`src/rtl/core/tcw_pkg.sv`:
```
// ----------------------------------------------------------------------------
// tcw_pkg: shared definitions of the text console character writer
// field widths, codes, reset values and the command passed front to back
// ----------------------------------------------------------------------------
`default_nettype none

package tcw_pkg;

    // item field widths
    localparam int OP_W       = 2;
    localparam int CHAR_W     = 8;
    localparam int CELL_COL_W = 6;
    localparam int CELL_ROW_W = 5;
    localparam int COLOUR_W   = 16;
    localparam int BYTE_W     = 8;

    // configuration register widths and port shape
    localparam int CFG_COLS_W = 7;
    localparam int CFG_ROWS_W = 6;
    localparam int PADDR_W    = 4;
    localparam int PDATA_W    = 32;

    // register indexes (byte address / 4)
    localparam logic [1:0] REG_COLS = 2'd0;
    localparam logic [1:0] REG_ROWS = 2'd1;
    localparam logic [1:0] REG_BACK = 2'd2;
    localparam logic [1:0] REG_FORE = 2'd3;

    // register reset values
    localparam logic [CFG_COLS_W-1:0] RST_COLS = 7'd64;
    localparam logic [CFG_ROWS_W-1:0] RST_ROWS = 6'd32;
    localparam logic [BYTE_W-1:0]     RST_BACK = 8'd0;
    localparam logic [BYTE_W-1:0]     RST_FORE = 8'd15;
    localparam logic [COLOUR_W-1:0]   RST_COLOUR_WORD = {RST_BACK, RST_FORE};

    // op codes
    localparam logic [OP_W-1:0] OP_PUT   = 2'd0;
    localparam logic [OP_W-1:0] OP_READ  = 2'd1;
    localparam logic [OP_W-1:0] OP_CLEAR = 2'd2;
    localparam logic [OP_W-1:0] OP_NOP   = 2'd3;

    // control bytes
    localparam logic [CHAR_W-1:0] CH_BACKSPACE = 8'd8;
    localparam logic [CHAR_W-1:0] CH_TAB       = 8'd9;
    localparam logic [CHAR_W-1:0] CH_NEWLINE   = 8'd10;
    localparam logic [CHAR_W-1:0] CH_RETURN    = 8'd13;
    localparam int                TAB_STEP     = 8;

    // default geometry and queue size
    localparam int DEF_MAX_COLS = 64;
    localparam int DEF_MAX_ROWS = 32;
    localparam int QUEUE_DEPTH  = 2;

    typedef enum logic [1:0] {
        CMD_NOP,
        CMD_PUT,
        CMD_READ,
        CMD_CLEAR
    } cmd_kind_t;

    // one classified item on its way to the store sequencer
    typedef struct packed {
        cmd_kind_t               kind;
        logic                    cell_write;
        logic                    scroll;
        logic                    read_hit;
        logic [CHAR_W-1:0]       char_code;
        logic [CELL_COL_W-1:0]   cursor_col;
        logic [CELL_ROW_W-1:0]   cursor_row;
    } cmd_t;

    // column arithmetic width: holds max columns plus a tab step, at least a register
    function automatic int col_calc_w(input int max_cols);
        int w;
        w = $clog2(max_cols + TAB_STEP);
        return (w > CFG_COLS_W) ? w : CFG_COLS_W;
    endfunction

    // row arithmetic width: holds max rows, at least a register
    function automatic int row_calc_w(input int max_rows);
        int w;
        w = $clog2(max_rows + 1);
        return (w > CFG_ROWS_W) ? w : CFG_ROWS_W;
    endfunction

    function automatic int addr_w(input int cells);
        return (cells > 1) ? $clog2(cells) : 1;
    endfunction

    function automatic int cell_index(input int row, input int col, input int max_cols);
        return row * max_cols + col;
    endfunction

endpackage

`default_nettype wire

```
`src/rtl/core/tcw_queue.sv`:
```
// ----------------------------------------------------------------------------
// tcw_queue: small command queue
// register based fifo between the classifier and the store sequencer
// ----------------------------------------------------------------------------
`default_nettype none

module tcw_queue #(
    parameter int WIDTH = 32,
    parameter int DEPTH = tcw_pkg::QUEUE_DEPTH
) (
    input  wire logic             clk,
    input  wire logic             rst_n,
    input  wire logic             push,
    input  wire logic [WIDTH-1:0] data_in,
    output logic                  full,
    input  wire logic             pop,
    output logic      [WIDTH-1:0] data_out,
    output logic                  empty
);

    localparam int PTR_W = (DEPTH > 1) ? $clog2(DEPTH) : 1;
    localparam int CNT_W = $clog2(DEPTH + 1);

    logic [WIDTH-1:0] slot_reg [DEPTH];
    logic [PTR_W-1:0] wr_ptr_reg, wr_ptr_next;
    logic [PTR_W-1:0] rd_ptr_reg, rd_ptr_next;
    logic [CNT_W-1:0] count_reg, count_next;

    assign full     = (count_reg == CNT_W'(DEPTH));
    assign empty    = (count_reg == '0);
    assign data_out = slot_reg[rd_ptr_reg];

    always_comb
    begin
        wr_ptr_next = wr_ptr_reg;
        rd_ptr_next = rd_ptr_reg;
        count_next  = count_reg;
        if (push)
        begin
            wr_ptr_next = (wr_ptr_reg == PTR_W'(DEPTH - 1)) ? '0 : wr_ptr_reg + 1'b1;
        end
        if (pop)
        begin
            rd_ptr_next = (rd_ptr_reg == PTR_W'(DEPTH - 1)) ? '0 : rd_ptr_reg + 1'b1;
        end
        if (push && !pop)
        begin
            count_next = count_reg + 1'b1;
        end
        else if (pop && !push)
        begin
            count_next = count_reg - 1'b1;
        end
    end

    always_ff @(posedge clk or negedge rst_n)
    begin
        if (!rst_n)
        begin
            wr_ptr_reg <= '0;
            rd_ptr_reg <= '0;
            count_reg  <= '0;
        end
        else
        begin
            wr_ptr_reg <= wr_ptr_next;
            rd_ptr_reg <= rd_ptr_next;
            count_reg  <= count_next;
        end
    end

    always_ff @(posedge clk)
    begin
        if (push)
        begin
            slot_reg[wr_ptr_reg] <= data_in;
        end
    end

endmodule

`default_nettype wire

```
`config.mk`:
```
export PLATFORM = sky130hd
export DESIGN_NAME = tcw_queue
export DESIGN_NICKNAME = d
export VERILOG_FILES = /design/src/rtl/core/tcw_pkg.sv /design/src/rtl/core/tcw_queue.sv
export SDC_FILE = /design/constraint.sdc
export NUM_CORES = 1
export LEC_CHECK = 0
export BUFFER_PORTS_ARGS = -buffer_cell sky130_fd_sc_hd__buf_2
export CAP_MARGIN = 20
export CORE_UTILIZATION = 52
export DETAILED_ROUTE_END_ITERATION = 8
export GPL_TIMING_DRIVEN = 1
export PLACE_DENSITY = 0.79
export SYNTH_ARGS = -nofsm -noshare
export SYNTH_HDL_FRONTEND = slang
export SYNTH_SLANG_ARGS = --single-unit
```
`constraint.sdc`:
```
create_clock -name clk -period 2.7 [get_ports clk]
set_clock_uncertainty 0.2 [all_clocks]
set_input_delay 0.54 -clock clk [delete_from_list [all_inputs] [get_ports clk]]
set_output_delay 0.54 -clock clk [all_outputs]
set_load 0.005 [all_outputs]
```
==> flow_summary.yaml <==
logic_synthesis:
  synthDominantCellAreaShare: 0.726
  synth_warnings: 0
  synthXorXnorAreaFrac: 0.0165
  synth_sequential_area_ratio: 0.763
  synthAdderAreaFrac: 0.00472
  top_post_synthesis_cells_by_area: "sky130_fd_sc_hd__edfxtp_1, sky130_fd_sc_hd__mux2_4, sky130_fd_sc_hd__dfrtp_1, sky130_fd_sc_hd__buf_12, sky130_fd_sc_hd__xor2_1"
  yosys_register_bits: 68
  area_share_of_and_or_nand_nor_cells_after_synthesis: 0.00992
  synth_top_family_by_area: "multiplexers"
  netlist_area_sq_um: 2650
  postSynthAreaPerCell_sq_um: 22.8
  synthMuxAreaShare: 0.177
  netlist_instances: 116
  synth_area_leader_cell: "sky130_fd_sc_hd__edfxtp_1"
  synth.lib_cells_used.distinct: 13
  synth_compound_area_frac: 0
  postSynthNetCount: 153
setup_path:
  worst_r2r_startpoint: "wr_ptr_reg"
  critPathKind: "flip-flop to output pin"
  ff2ff_path_depth: 2
  cp_cell_sequence: "buf_12, mux2_4, buf_2"
  setup.worst_path.end: "data_out[17]"
  critical_path.max_fanout: 18
  timing.reg2reg.setup_slack_ps: 1130
  rr_endpoint: "slot_reg[0][5]"
  timing.critical_path.from_type: "flip-flop"
  worstSetupStartpoint: "rd_ptr_reg"
  critical_path.slowest_cell: "sky130_fd_sc_hd__dfrtp_2"
  end_kind: "output pin"
  worst_path_largest_cell_delay_ps: 710
  timing.critical_path.required_ps: 1960
  worstPathArrival_ps: 1730
timing:
  worst_slew_margin_rel: 0.644
  max_clock_freq_mhz: 405
  timing_worst_slew_pin_value_ps: 534
  period_needed_ps: 2470
  final_min_period_over_clock_period: 0.915
  timing.final.setup_violations: 0
  slew_violations: 0
  final-hold-violation-count: 0
  setup_tns_ps: 0
  rsz0062_at_grt: "false"
cells_and_area:
  n_antenna_cell: 0
  final_common_cell: "sky130_fd_sc_hd__buf_2"
  final_design_area_no_fill_sq_um: 3340
  signed_area_change_from_the_synthesized_netlist_to_the_final_layout_pct: 26.2
  drive_above_1_share: 0.604
  layout_common_cells: "sky130_fd_sc_hd__buf_2, sky130_fd_sc_hd__edfxtp_1, sky130_fd_sc_hd__mux2_4"
  largest_reg_flops: 64
  num-nets-final: 234
clock_tree:
  cts_htree_levels: 3
  clock_tree_from_tritoncts: "done"
  worst_skew_pair.late_latency_ps: 320
  cts_made_buffers: 9
  cts_root_buffer: "sky130_fd_sc_hd__clkbuf_8"
  clkTransAtPathRegs_ps: 70
  clk_path_buf_depth: 2
  numClockSinks: 68
power:
  power-per-cell-area_nw_per_um2: 1060
  power.static_leakage_nw: 1.38
  vdd_drop_max_v: 0.000620
  fin_total_pwr_mw: 3.53
placed_design:
  post_dp_cell_area_sq_um: 3070
  dpl.hpwl_microns: 2680
  gpl_wtd_cong: 0.708
  place.port_buffers: 69
floorplan:
  die_h_microns: 73.4
  start_util: 0.550
  row_count: 25
  fp.coreArea_sq_um: 4820
  die_width_microns: 73.4
  die-area_sq_um: 5380
  top_level_ports: 70
global_routing:
  grt_max_degree: 19
  grt_pass1_vias: 1312
  grt_util_all_layers: 0.162
  grt_overflow: 0
  grt_antenna_before_repair: 0
  grt_first_pass_wirelength_microns: 6010
route:
  antenna_left: 0
  vias: 1286
  met2_length_microns: 1970
  drt-vias-per-instance: 4.78
  route.final.wire_length_microns: 3830
  routedLengthMet1_microns: 1440
  top_layer_used: "met4"
  remaining_routing_drc_violations: 0
  routedWlPerCell_microns: 14.2
  detail_route.first_pass.iterations: 4
  detail_route.iter0.violations: 30
  met3_wirelength_microns: 325
hold_path:
  min_path_type: "input port to flip-flop"
outcome:
  run_status: "finished clean"
flow_run:
  max_cap_viols: 0
-- layout make-up --
cell class,count,area (sq um)
Timing Repair Buffer,74,410
Inverter,1,3.75
Fill cell,341,1480
Tap cell,67,83.8
Clock inverter,7,138
Multi-Input combinational cell,43,559
Clock buffer,9,124
Sequential cell,68,2020
-- how the worst min path moves through the flow --
stage / from / to / slack [ps] / depth (start not counted)
after CTS: data_in[14] / slot_reg[0][14] / 170 / 1
after global routing: data_in[9] / slot_reg[1][9] / 170 / 1
after global placement: rst_n / count_reg[1] / 150 / 1
final: data_in[27] / slot_reg[0][27] / 190 / 1
after floorplan: rst_n / count_reg[0] / 40 / 0
after detailed placement: rst_n / count_reg[1] / 150 / 1
-- routing by layer --
metal	vias to the layer above	global-route usage
met3	10	0.0823
met4	0	0.0897
li1	610	-
met2	52	0.262
met5	-	0
met1	614	0.172
-- logic make-up (layout without fill, tap and decap cells) --
| group | after synthesis | count (layout) |
|---|---|---|
| multiplexers | 32 | 32 |
| buffers and inverters | 5 | 91 |
| XOR/XNOR | 5 | 5 |
| flip-flops | 68 | 68 |
| adder cells (fa/ha/maj) | 1 | 1 |
| AND/OR/NAND/NOR | 5 | 5 |
-- Yosys cell counts (all sizes together) --
master  number
inv          1
and2         1
xor2         4
dfrtp        4
edfxtp      64
mux2        32
xnor2        1
ha           1
nor2b        2
buf          4
nor2         2
-- power breakdown --
group	internal, mW	total, mW	switching, mW
clock	0.705	1.07	0.362
sequential	1.40	1.54	0.136
combinational	0.571	0.925	0.353
-- stage by stage --
step            util  hold slack (ps)  setup WS, ps  instances
3_3_place_gp   0.637              147           589        252
5_1_grt        0.694              168           141        269
4_1_cts        0.694              174           193        269
6_report       0.694              193           231        269
2_1_floorplan      -             44.4          87.5        116
3_5_place_dp   0.637              149           563        252
-- worst max-delay path: cells and delay by family, from the launching register on --
kind	cells	cell delay (ps)
DFF	1	710
buffers and inverters	2	370
muxes	1	310
-- timing repair --
action / in CTS / in global routing
buffers inserted: 0 / 0
hold buffers: 1 / 0
resized for setup: 0 / 0
endpoints found under the hold margin: 4 / 0
setup endpoints to repair: 0 / 0
Note: power is estimated with default switching activity, not from simulation.
