[src/rtl/core/tcw_pkg.sv]
// ----------------------------------------------------------------------------
// tcw_pkg: shared definitions of the text console character writer
// field widths, codes, reset values and the command passed front to back
// ----------------------------------------------------------------------------
`default_nettype none

package tcw_pkg;

    // item field widths
    localparam int OP_W       = 2;
    localparam int CHAR_W     = 8;
    localparam int CELL_COL_W = 6;
    localparam int CELL_ROW_W = 5;
    localparam int COLOUR_W   = 16;
    localparam int BYTE_W     = 8;

    // configuration register widths and port shape
    localparam int CFG_COLS_W = 7;
    localparam int CFG_ROWS_W = 6;
    localparam int PADDR_W    = 4;
    localparam int PDATA_W    = 32;

    // register indexes (byte address / 4)
    localparam logic [1:0] REG_COLS = 2'd0;
    localparam logic [1:0] REG_ROWS = 2'd1;
    localparam logic [1:0] REG_BACK = 2'd2;
    localparam logic [1:0] REG_FORE = 2'd3;

    // register reset values
    localparam logic [CFG_COLS_W-1:0] RST_COLS = 7'd64;
    localparam logic [CFG_ROWS_W-1:0] RST_ROWS = 6'd32;
    localparam logic [BYTE_W-1:0]     RST_BACK = 8'd0;
    localparam logic [BYTE_W-1:0]     RST_FORE = 8'd15;
    localparam logic [COLOUR_W-1:0]   RST_COLOUR_WORD = {RST_BACK, RST_FORE};

    // op codes
    localparam logic [OP_W-1:0] OP_PUT   = 2'd0;
    localparam logic [OP_W-1:0] OP_READ  = 2'd1;
    localparam logic [OP_W-1:0] OP_CLEAR = 2'd2;
    localparam logic [OP_W-1:0] OP_NOP   = 2'd3;

    // control bytes
    localparam logic [CHAR_W-1:0] CH_BACKSPACE = 8'd8;
    localparam logic [CHAR_W-1:0] CH_TAB       = 8'd9;
    localparam logic [CHAR_W-1:0] CH_NEWLINE   = 8'd10;
    localparam logic [CHAR_W-1:0] CH_RETURN    = 8'd13;
    localparam int                TAB_STEP     = 8;

    // default geometry and queue size
    localparam int DEF_MAX_COLS = 64;
    localparam int DEF_MAX_ROWS = 32;
    localparam int QUEUE_DEPTH  = 2;

    typedef enum logic [1:0] {
        CMD_NOP,
        CMD_PUT,
        CMD_READ,
        CMD_CLEAR
    } cmd_kind_t;

    // one classified item on its way to the store sequencer
    typedef struct packed {
        cmd_kind_t               kind;
        logic                    cell_write;
        logic                    scroll;
        logic                    read_hit;
        logic [CHAR_W-1:0]       char_code;
        logic [CELL_COL_W-1:0]   cursor_col;
        logic [CELL_ROW_W-1:0]   cursor_row;
    } cmd_t;

    // column arithmetic width: holds max columns plus a tab step, at least a register
    function automatic int col_calc_w(input int max_cols);
        int w;
        w = $clog2(max_cols + TAB_STEP);
        return (w > CFG_COLS_W) ? w : CFG_COLS_W;
    endfunction

    // row arithmetic width: holds max rows, at least a register
    function automatic int row_calc_w(input int max_rows);
        int w;
        w = $clog2(max_rows + 1);
        return (w > CFG_ROWS_W) ? w : CFG_ROWS_W;
    endfunction

    function automatic int addr_w(input int cells);
        return (cells > 1) ? $clog2(cells) : 1;
    endfunction

    function automatic int cell_index(input int row, input int col, input int max_cols);
        return row * max_cols + col;
    endfunction

endpackage

`default_nettype wire

[src/rtl/core/tcw_in_if.sv]
// ----------------------------------------------------------------------------
// tcw_in_if: input item channel
// valid/ready handshake carrying one console op
// ----------------------------------------------------------------------------
`default_nettype none

interface tcw_in_if;
    logic                              valid;
    logic                              ready;
    logic [tcw_pkg::OP_W-1:0]          op;
    logic [tcw_pkg::CHAR_W-1:0]        char_code;
    logic [tcw_pkg::CELL_COL_W-1:0]    cell_col;
    logic [tcw_pkg::CELL_ROW_W-1:0]    cell_row;

    modport source (output valid, op, char_code, cell_col, cell_row, input ready);
    modport sink   (input valid, op, char_code, cell_col, cell_row, output ready);
endinterface

`default_nettype wire

[src/rtl/core/tcw_front.sv]
// ----------------------------------------------------------------------------
// tcw_front: item classifier and cursor tracker
// decodes each op, moves the cursor and queues a store command
// ----------------------------------------------------------------------------
`default_nettype none

module tcw_front #(
    parameter int MAX_COLS = tcw_pkg::DEF_MAX_COLS,
    parameter int MAX_ROWS = tcw_pkg::DEF_MAX_ROWS
) (
    input  wire logic                                               clk,
    input  wire logic                                               rst_n,
    tcw_in_if.sink                                                  in_ch,
    input  wire logic                                               enable,
    input  wire logic [tcw_pkg::col_calc_w(MAX_COLS)-1:0]           eff_cols,
    input  wire logic [tcw_pkg::row_calc_w(MAX_ROWS)-1:0]           eff_rows,
    input  wire logic                                               q_full,
    output logic                                                    q_push,
    output tcw_pkg::cmd_t                                           q_cmd,
    output logic      [tcw_pkg::addr_w(MAX_COLS*MAX_ROWS)-1:0]      q_addr
);

    localparam int CXW = tcw_pkg::col_calc_w(MAX_COLS);
    localparam int RXW = tcw_pkg::row_calc_w(MAX_ROWS);
    localparam int AW  = tcw_pkg::addr_w(MAX_COLS * MAX_ROWS);
    localparam logic [CXW-1:0] TAB_MASK = CXW'(tcw_pkg::TAB_STEP - 1);

    logic [CXW-1:0] cursor_col_reg, cursor_col_next;
    logic [RXW-1:0] cursor_row_reg, cursor_row_next;

    logic [CXW-1:0] col_sat, col_a, col_b, col_c;
    logic [RXW-1:0] row_sat, row_a, row_b, row_c;
    logic           printable, put_scroll, read_hit;
    logic [CXW-1:0] rd_col;
    logic [RXW-1:0] rd_row;

    assign in_ch.ready = enable && !q_full;
    assign q_push      = in_ch.valid && in_ch.ready;

    // put path: saturate, apply the byte, wrap, then scroll
    always_comb
    begin
        col_sat   = (cursor_col_reg >= eff_cols) ? eff_cols - 1'b1 : cursor_col_reg;
        row_sat   = (cursor_row_reg >= eff_rows) ? eff_rows - 1'b1 : cursor_row_reg;
        printable = 1'b0;
        col_a     = col_sat;
        row_a     = row_sat;
        case (in_ch.char_code)
            tcw_pkg::CH_NEWLINE:
            begin
                col_a = '0;
                row_a = row_sat + 1'b1;
            end
            tcw_pkg::CH_RETURN:
            begin
                col_a = '0;
            end
            tcw_pkg::CH_BACKSPACE:
            begin
                col_a = (col_sat == '0) ? '0 : col_sat - 1'b1;
            end
            tcw_pkg::CH_TAB:
            begin
                col_a = (col_sat & ~TAB_MASK) + CXW'(tcw_pkg::TAB_STEP);
            end
            default:
            begin
                printable = 1'b1;
                col_a     = col_sat + 1'b1;
            end
        endcase

        col_b = col_a;
        row_b = row_a;
        if (col_a >= eff_cols)
        begin
            col_b = '0;
            row_b = row_a + 1'b1;
        end

        put_scroll = (row_b >= eff_rows);
        col_c      = put_scroll ? '0 : col_b;
        row_c      = put_scroll ? eff_rows - 1'b1 : row_b;
    end

    assign rd_col   = CXW'(in_ch.cell_col);
    assign rd_row   = RXW'(in_ch.cell_row);
    assign read_hit = (rd_col < eff_cols) && (rd_row < eff_rows);

    always_comb
    begin
        cursor_col_next    = cursor_col_reg;
        cursor_row_next    = cursor_row_reg;
        q_cmd.kind         = tcw_pkg::CMD_NOP;
        q_cmd.cell_write   = 1'b0;
        q_cmd.scroll       = 1'b0;
        q_cmd.read_hit     = 1'b0;
        q_cmd.char_code    = in_ch.char_code;
        q_addr             = '0;
        unique case (in_ch.op)
            tcw_pkg::OP_PUT:
            begin
                q_cmd.kind       = tcw_pkg::CMD_PUT;
                q_cmd.cell_write = printable;
                q_cmd.scroll     = put_scroll;
                q_addr           = AW'(tcw_pkg::cell_index(int'(row_sat), int'(col_sat),
                                                           MAX_COLS));
                cursor_col_next  = col_c;
                cursor_row_next  = row_c;
            end
            tcw_pkg::OP_READ:
            begin
                q_cmd.kind     = tcw_pkg::CMD_READ;
                q_cmd.read_hit = read_hit;
                q_addr         = AW'(tcw_pkg::cell_index(int'(rd_row), int'(rd_col),
                                                         MAX_COLS));
            end
            tcw_pkg::OP_CLEAR:
            begin
                q_cmd.kind      = tcw_pkg::CMD_CLEAR;
                cursor_col_next = '0;
                cursor_row_next = '0;
            end
            tcw_pkg::OP_NOP:
            begin
                q_cmd.kind = tcw_pkg::CMD_NOP;
            end
            default:
            begin
                q_cmd.kind = tcw_pkg::CMD_NOP;
            end
        endcase
        q_cmd.cursor_col = tcw_pkg::CELL_COL_W'(cursor_col_next);
        q_cmd.cursor_row = tcw_pkg::CELL_ROW_W'(cursor_row_next);
    end

    always_ff @(posedge clk or negedge rst_n)
    begin
        if (!rst_n)
        begin
            cursor_col_reg <= '0;
            cursor_row_reg <= '0;
        end
        else if (q_push)
        begin
            cursor_col_reg <= cursor_col_next;
            cursor_row_reg <= cursor_row_next;
        end
    end

endmodule

`default_nettype wire

[src/flat_wrapper.sv]
// flat-port wrapper written by rule: the top's interface ports become plain ports
module tcw_front_flat 
#(
    parameter int MAX_COLS = tcw_pkg::DEF_MAX_COLS,
    parameter int MAX_ROWS = tcw_pkg::DEF_MAX_ROWS
)
  (clk, rst_n, enable, eff_cols, eff_rows, q_full, q_push, q_cmd, q_addr, in_ch_valid, in_ch_op, in_ch_char_code, in_ch_cell_col, in_ch_cell_row, in_ch_ready);
  tcw_in_if in_ch_i ();
  input  wire logic clk;
  input  wire logic rst_n;
  input  wire logic enable;
  input  wire logic [tcw_pkg::col_calc_w(MAX_COLS)-1:0] eff_cols;
  input  wire logic [tcw_pkg::row_calc_w(MAX_ROWS)-1:0] eff_rows;
  input  wire logic q_full;
  output logic q_push;
  output tcw_pkg::cmd_t q_cmd;
  output logic      [tcw_pkg::addr_w(MAX_COLS*MAX_ROWS)-1:0] q_addr;
  input wire logic [$bits(in_ch_i.valid)-1:0] in_ch_valid;
  input wire logic [$bits(in_ch_i.op)-1:0] in_ch_op;
  input wire logic [$bits(in_ch_i.char_code)-1:0] in_ch_char_code;
  input wire logic [$bits(in_ch_i.cell_col)-1:0] in_ch_cell_col;
  input wire logic [$bits(in_ch_i.cell_row)-1:0] in_ch_cell_row;
  output wire logic [$bits(in_ch_i.ready)-1:0] in_ch_ready;
  assign in_ch_i.valid = in_ch_valid;
  assign in_ch_i.op = in_ch_op;
  assign in_ch_i.char_code = in_ch_char_code;
  assign in_ch_i.cell_col = in_ch_cell_col;
  assign in_ch_i.cell_row = in_ch_cell_row;
  assign in_ch_ready = in_ch_i.ready;
  tcw_front #(.MAX_COLS(MAX_COLS), .MAX_ROWS(MAX_ROWS)) u_core (.clk(clk), .rst_n(rst_n), .in_ch(in_ch_i), .enable(enable), .eff_cols(eff_cols), .eff_rows(eff_rows), .q_full(q_full), .q_push(q_push), .q_cmd(q_cmd), .q_addr(q_addr));
endmodule
[config.mk]
export PLATFORM = sky130hd
export DESIGN_NAME = tcw_front_flat
export DESIGN_NICKNAME = d
export VERILOG_FILES = /design/src/rtl/core/tcw_pkg.sv /design/src/rtl/core/tcw_in_if.sv /design/src/rtl/core/tcw_front.sv /design/src/flat_wrapper.sv
export SDC_FILE = /design/constraint.sdc
export NUM_CORES = 1
export LEC_CHECK = 0
export BUFFER_PORTS_ARGS = -buffer_cell sky130_fd_sc_hd__buf_2
export CORE_ASPECT_RATIO = 0.6
export CORE_UTILIZATION = 27
export DETAILED_ROUTE_END_ITERATION = 10
export PLACE_DENSITY_LB_ADDON = 0.15
export SLEW_MARGIN = 20
export SYNTH_ARGS = -nofsm -noshare
export SYNTH_HDL_FRONTEND = slang
export SYNTH_SLANG_ARGS = --single-unit
[constraint.sdc]
create_clock -name clk -period 25.7 [get_ports clk]
set_input_delay 6.425 -clock clk [delete_from_list [all_inputs] [get_ports clk]]
set_output_delay 6.425 -clock clk [all_outputs]
set_load 0.02 [all_outputs]
==> impl_metrics.toml <==
[run_status]
outcome = "completed"

[logic_synthesis]
synthDominantAreaCellType = "ha_1"
netlist_area_pre_place_um2 = 3130
number_of_enable_flip_flop_cells_after_synthesis = 0
mux_contribution_to_synthesized_area = 0.0460
yosysTopAreaCellShare = 0.196
postSynthNetCount = 512
mapped_cells = 424
dominant_cells_by_area_after_synthesis = "ha_1 (20%), dfrtp_1 (10%), nand2_1 (5.4%), xnor2_1 (5.3%), buf_4 (5.0%)"
post_synth_and_or_nand_nor_area_fraction = 0.226
dominantRegCellSynth = "dfrtp_1"
synth-xor-area-share = 0.0924
yosysSeqAreaShare = 0.104
synth-adder-area-share = 0.196
yosys.cell_types.count = 61
synth.ff_latch_count = 13
syn-mean-instance-area_um2 = 7.38
yosys_warnings = 0
ys_async_sr_fraction = 1.00
combinational_family_with_the_most_area_after_synthesis = "simple AND/OR/NAND/NOR gates"
synth-compound-area-share = 0.224

[global_route]
antenna_found_initial = 0
global_route.usage.total = 0.178
pin_count_of_the_biggest_net_entering_global_routing = 23
grt_overflow = 0
grt_first_pass_wirelength_um = 16500
first_global_vias = 2867

[power]
intPower_w = 0.0000643
static-leakage-power_nw = 1.77
power.switching_fraction = 0.421
share_seq_of_total_power = 0.216
max_rail_drop_vdd_mv = 0.0176
comb_power_share = 0.521
power_density_nw_per_um2 = 30.8
net-switching-power_w = 0.0000467
clockPowerShare = 0.263
power_w = 0.000111

[setup_path]
data_arrival_time_of_the_worst_path_ns = 12.85
cp-start-kind = "input pin"
worst-path-max-fanout = 22
crit_required_ns = 19.27
critPathCaptureType = "output pin"
setup.worst_path.class = "in2out"
worst_path_largest_cell_delay_ns = 0.55
timing.critical_path.slowest_stage_cell = "o21ai_1"

[placed_design]
routabilityCongestion = 0.909
placed_area_um2 = 3520
portBuffers = 75
place_hpwl_um = 8940

[sta]
timing.final.max_slew_violations = 0
max_slew.worst_pin.slew_ns = 1.04
timing.setup.tns_ns = 0
holdWs_ns = 0.596
report.final.hold_viol_count = 0
rsz0062_at_grt = "no"
setup_viol_count_final = 0
post-route-period-util = 0.750
timing.max_slew.rel_slack = 0.303
worst_clock_skew_on_the_final_layout_ns = 0.00330
max_freq_mhz = 51.9
final.min_clock_period_ns = 19.27

[clock_tree]
cts_tree = "done"
cts_root_buffer = "clkbuf_16"
cts-root-to-sink-buffers = 2
clock_sinks = 13
cts_post_setup_buffers_inserted = 0
clkSlewWorstSetupHoldPaths_ns = 0.05
clk-insertion-delay-late_ns = 0.24
tritoncts.num_buffers = 3
cts.repair.resized = 0
holdBufCountCts = 0
ctsHtreeMaxLevel = 1

[worst_hold_path]
min_path_type = "reg2reg"

[floorplan]
dieHeight_um = 85.4
area_inside_the_core_boundary_um2 = 11300
die_x_um = 141
pin_count = 76
rows = 30
die_area_um2 = 12000
effective_utilization_at_floorplan = 0.277

[routing]
ant_nets = 0
totalWireLength_um = 10600
first_iter_violations = 296
drc_errors = 0
dr.pass1.iters = 5
routed-via-count = 3226
post_drt_via_cell_ratio = 5.08
routedWlPerCell_um = 16.6

[layout]
layout_commonest_cell = "buf_2"
commonest_non_fill_non_tap_cells_in_the_layout = "buf_2 (75), ha_1 (49), nand2_1 (45)"
design.final.nets = 564
n_fill_cell = 1213
final_cell_area_um2 = 3600
diodes = 0
areaGrowthSynthToFinish_pct = 15.1
flip_flop_count_of_the_largest_register_after_layout = 7
post_route_cells_drive_above_1_share = 0.208

[flow_run]
cap_violations = 0
==> Yosys cell counts, types with 2 or more instances <==
master and instances:
xnor2_1 19, a22o_1 11, nor2b_1 4, a32oi_1 2
mux2_2 3, nor2_1 24, nor3_1 10, o21ai_1 2
buf_4 21, nand2_1 45, nand4_1 6, a21o_1 8
a31o_2 3, or3_1 4, a211oi_1 3, o22ai_1 4
a32o_1 2, nand3_1 17, inv_1 36, nor4_1 2
dfrtp_1 13, nor4b_1 2, nand2b_1 8, clkbuf_1 5
o21ai_0 30, buf_2 4, mux2i_1 11, and3_1 3
or4_1 2, o211ai_1 2, xor2_1 14, ha_1 49
a31oi_1 5, a21oi_1 22, or2_2 2
==> path summary, 6_finish.rpt <==
check                                         startpoint                  endpoint  slack, ns  cells past startpoint
worst min register to register  u_core.cursor_col_reg[6]  u_core.cursor_col_reg[6]       0.60                      1
min in group asynchronous                          rst_n  u_core.cursor_col_reg[5]       6.07                      1
worst min-delay path            u_core.cursor_col_reg[6]  u_core.cursor_col_reg[6]       0.60                      1
worst max-delay path                         eff_cols[2]                  q_cmd[0]       6.43                     31
max in group asynchronous                          rst_n  u_core.cursor_row_reg[3]      19.40                      1
worst max register to register  u_core.cursor_col_reg[0]  u_core.cursor_col_reg[4]      19.14                     30
==> critical path: cells and delay by family <==
kind            cells  cell delay [ns]
compound gates     12             2.56
buf+inv             7             1.30
simple gates        7             1.19
fa+ha+maj           4             1.14
xor+xnor            1             0.19
==> layout make-up <==
type                    instances  area [um2]  area share
repair buffers                 79         405       0.113
multi-input cells             343        2460       0.682
inverters                      36         135      0.0375
flip-flops and latches         13         325      0.0903
clock buffers                   4        78.8      0.0219
well taps                     160         200      0.0556
==> kinds of logic (layout without fill, tap and decap cells) <==
group / count (synthesis) / in the layout
AND/OR/NAND/NOR: 140 / 140
AO/OA/AOI/OAI: 107 / 107
buffers and inverters: 68 / 119
adder cells (fa/ha/maj): 49 / 49
XOR/XNOR: 33 / 33
multiplexers: 14 / 14
flip-flops: 13 / 13
==> stage by stage <==
| stage | util | worst slack (ns) | std cells |
|---|---|---|---|
| floorplan | - | 7.18 | 424 |
| global placement | 0.312 | 6.27 | 631 |
| detailed placement | 0.312 | 6.13 | 631 |
| CTS | 0.319 | 6.11 | 635 |
| global route | 0.319 | 5.86 | 635 |
| finish | 0.319 | 6.43 | 635 |
==> power by group through the flow <==
| stage | registers, W | logic (W) | clock network [W] |
|---|---|---|---|
| 2_1_floorplan | 0.0000229 | 0.0000413 | 0 |
| 3_3_place_gp | 0.0000241 | 0.0000574 | 0 |
| 3_5_place_dp | 0.0000241 | 0.0000573 | 0 |
| 4_1_cts | 0.0000238 | 0.0000577 | 0.0000299 |
| 5_1_grt | 0.0000240 | 0.0000648 | 0.0000305 |
| 6_report | 0.0000239 | 0.0000579 | 0.0000292 |
==> per-layer routing <==
metal,vias up,routed length [um],global-route usage
met5,-,0,0
met4,0,59,0.0267
met3,6,798,0.0152
met2,126,3480,0.218
met1,1487,6210,0.314
li1,1607,-,-
Note: power is estimated with default switching activity, not from simulation.
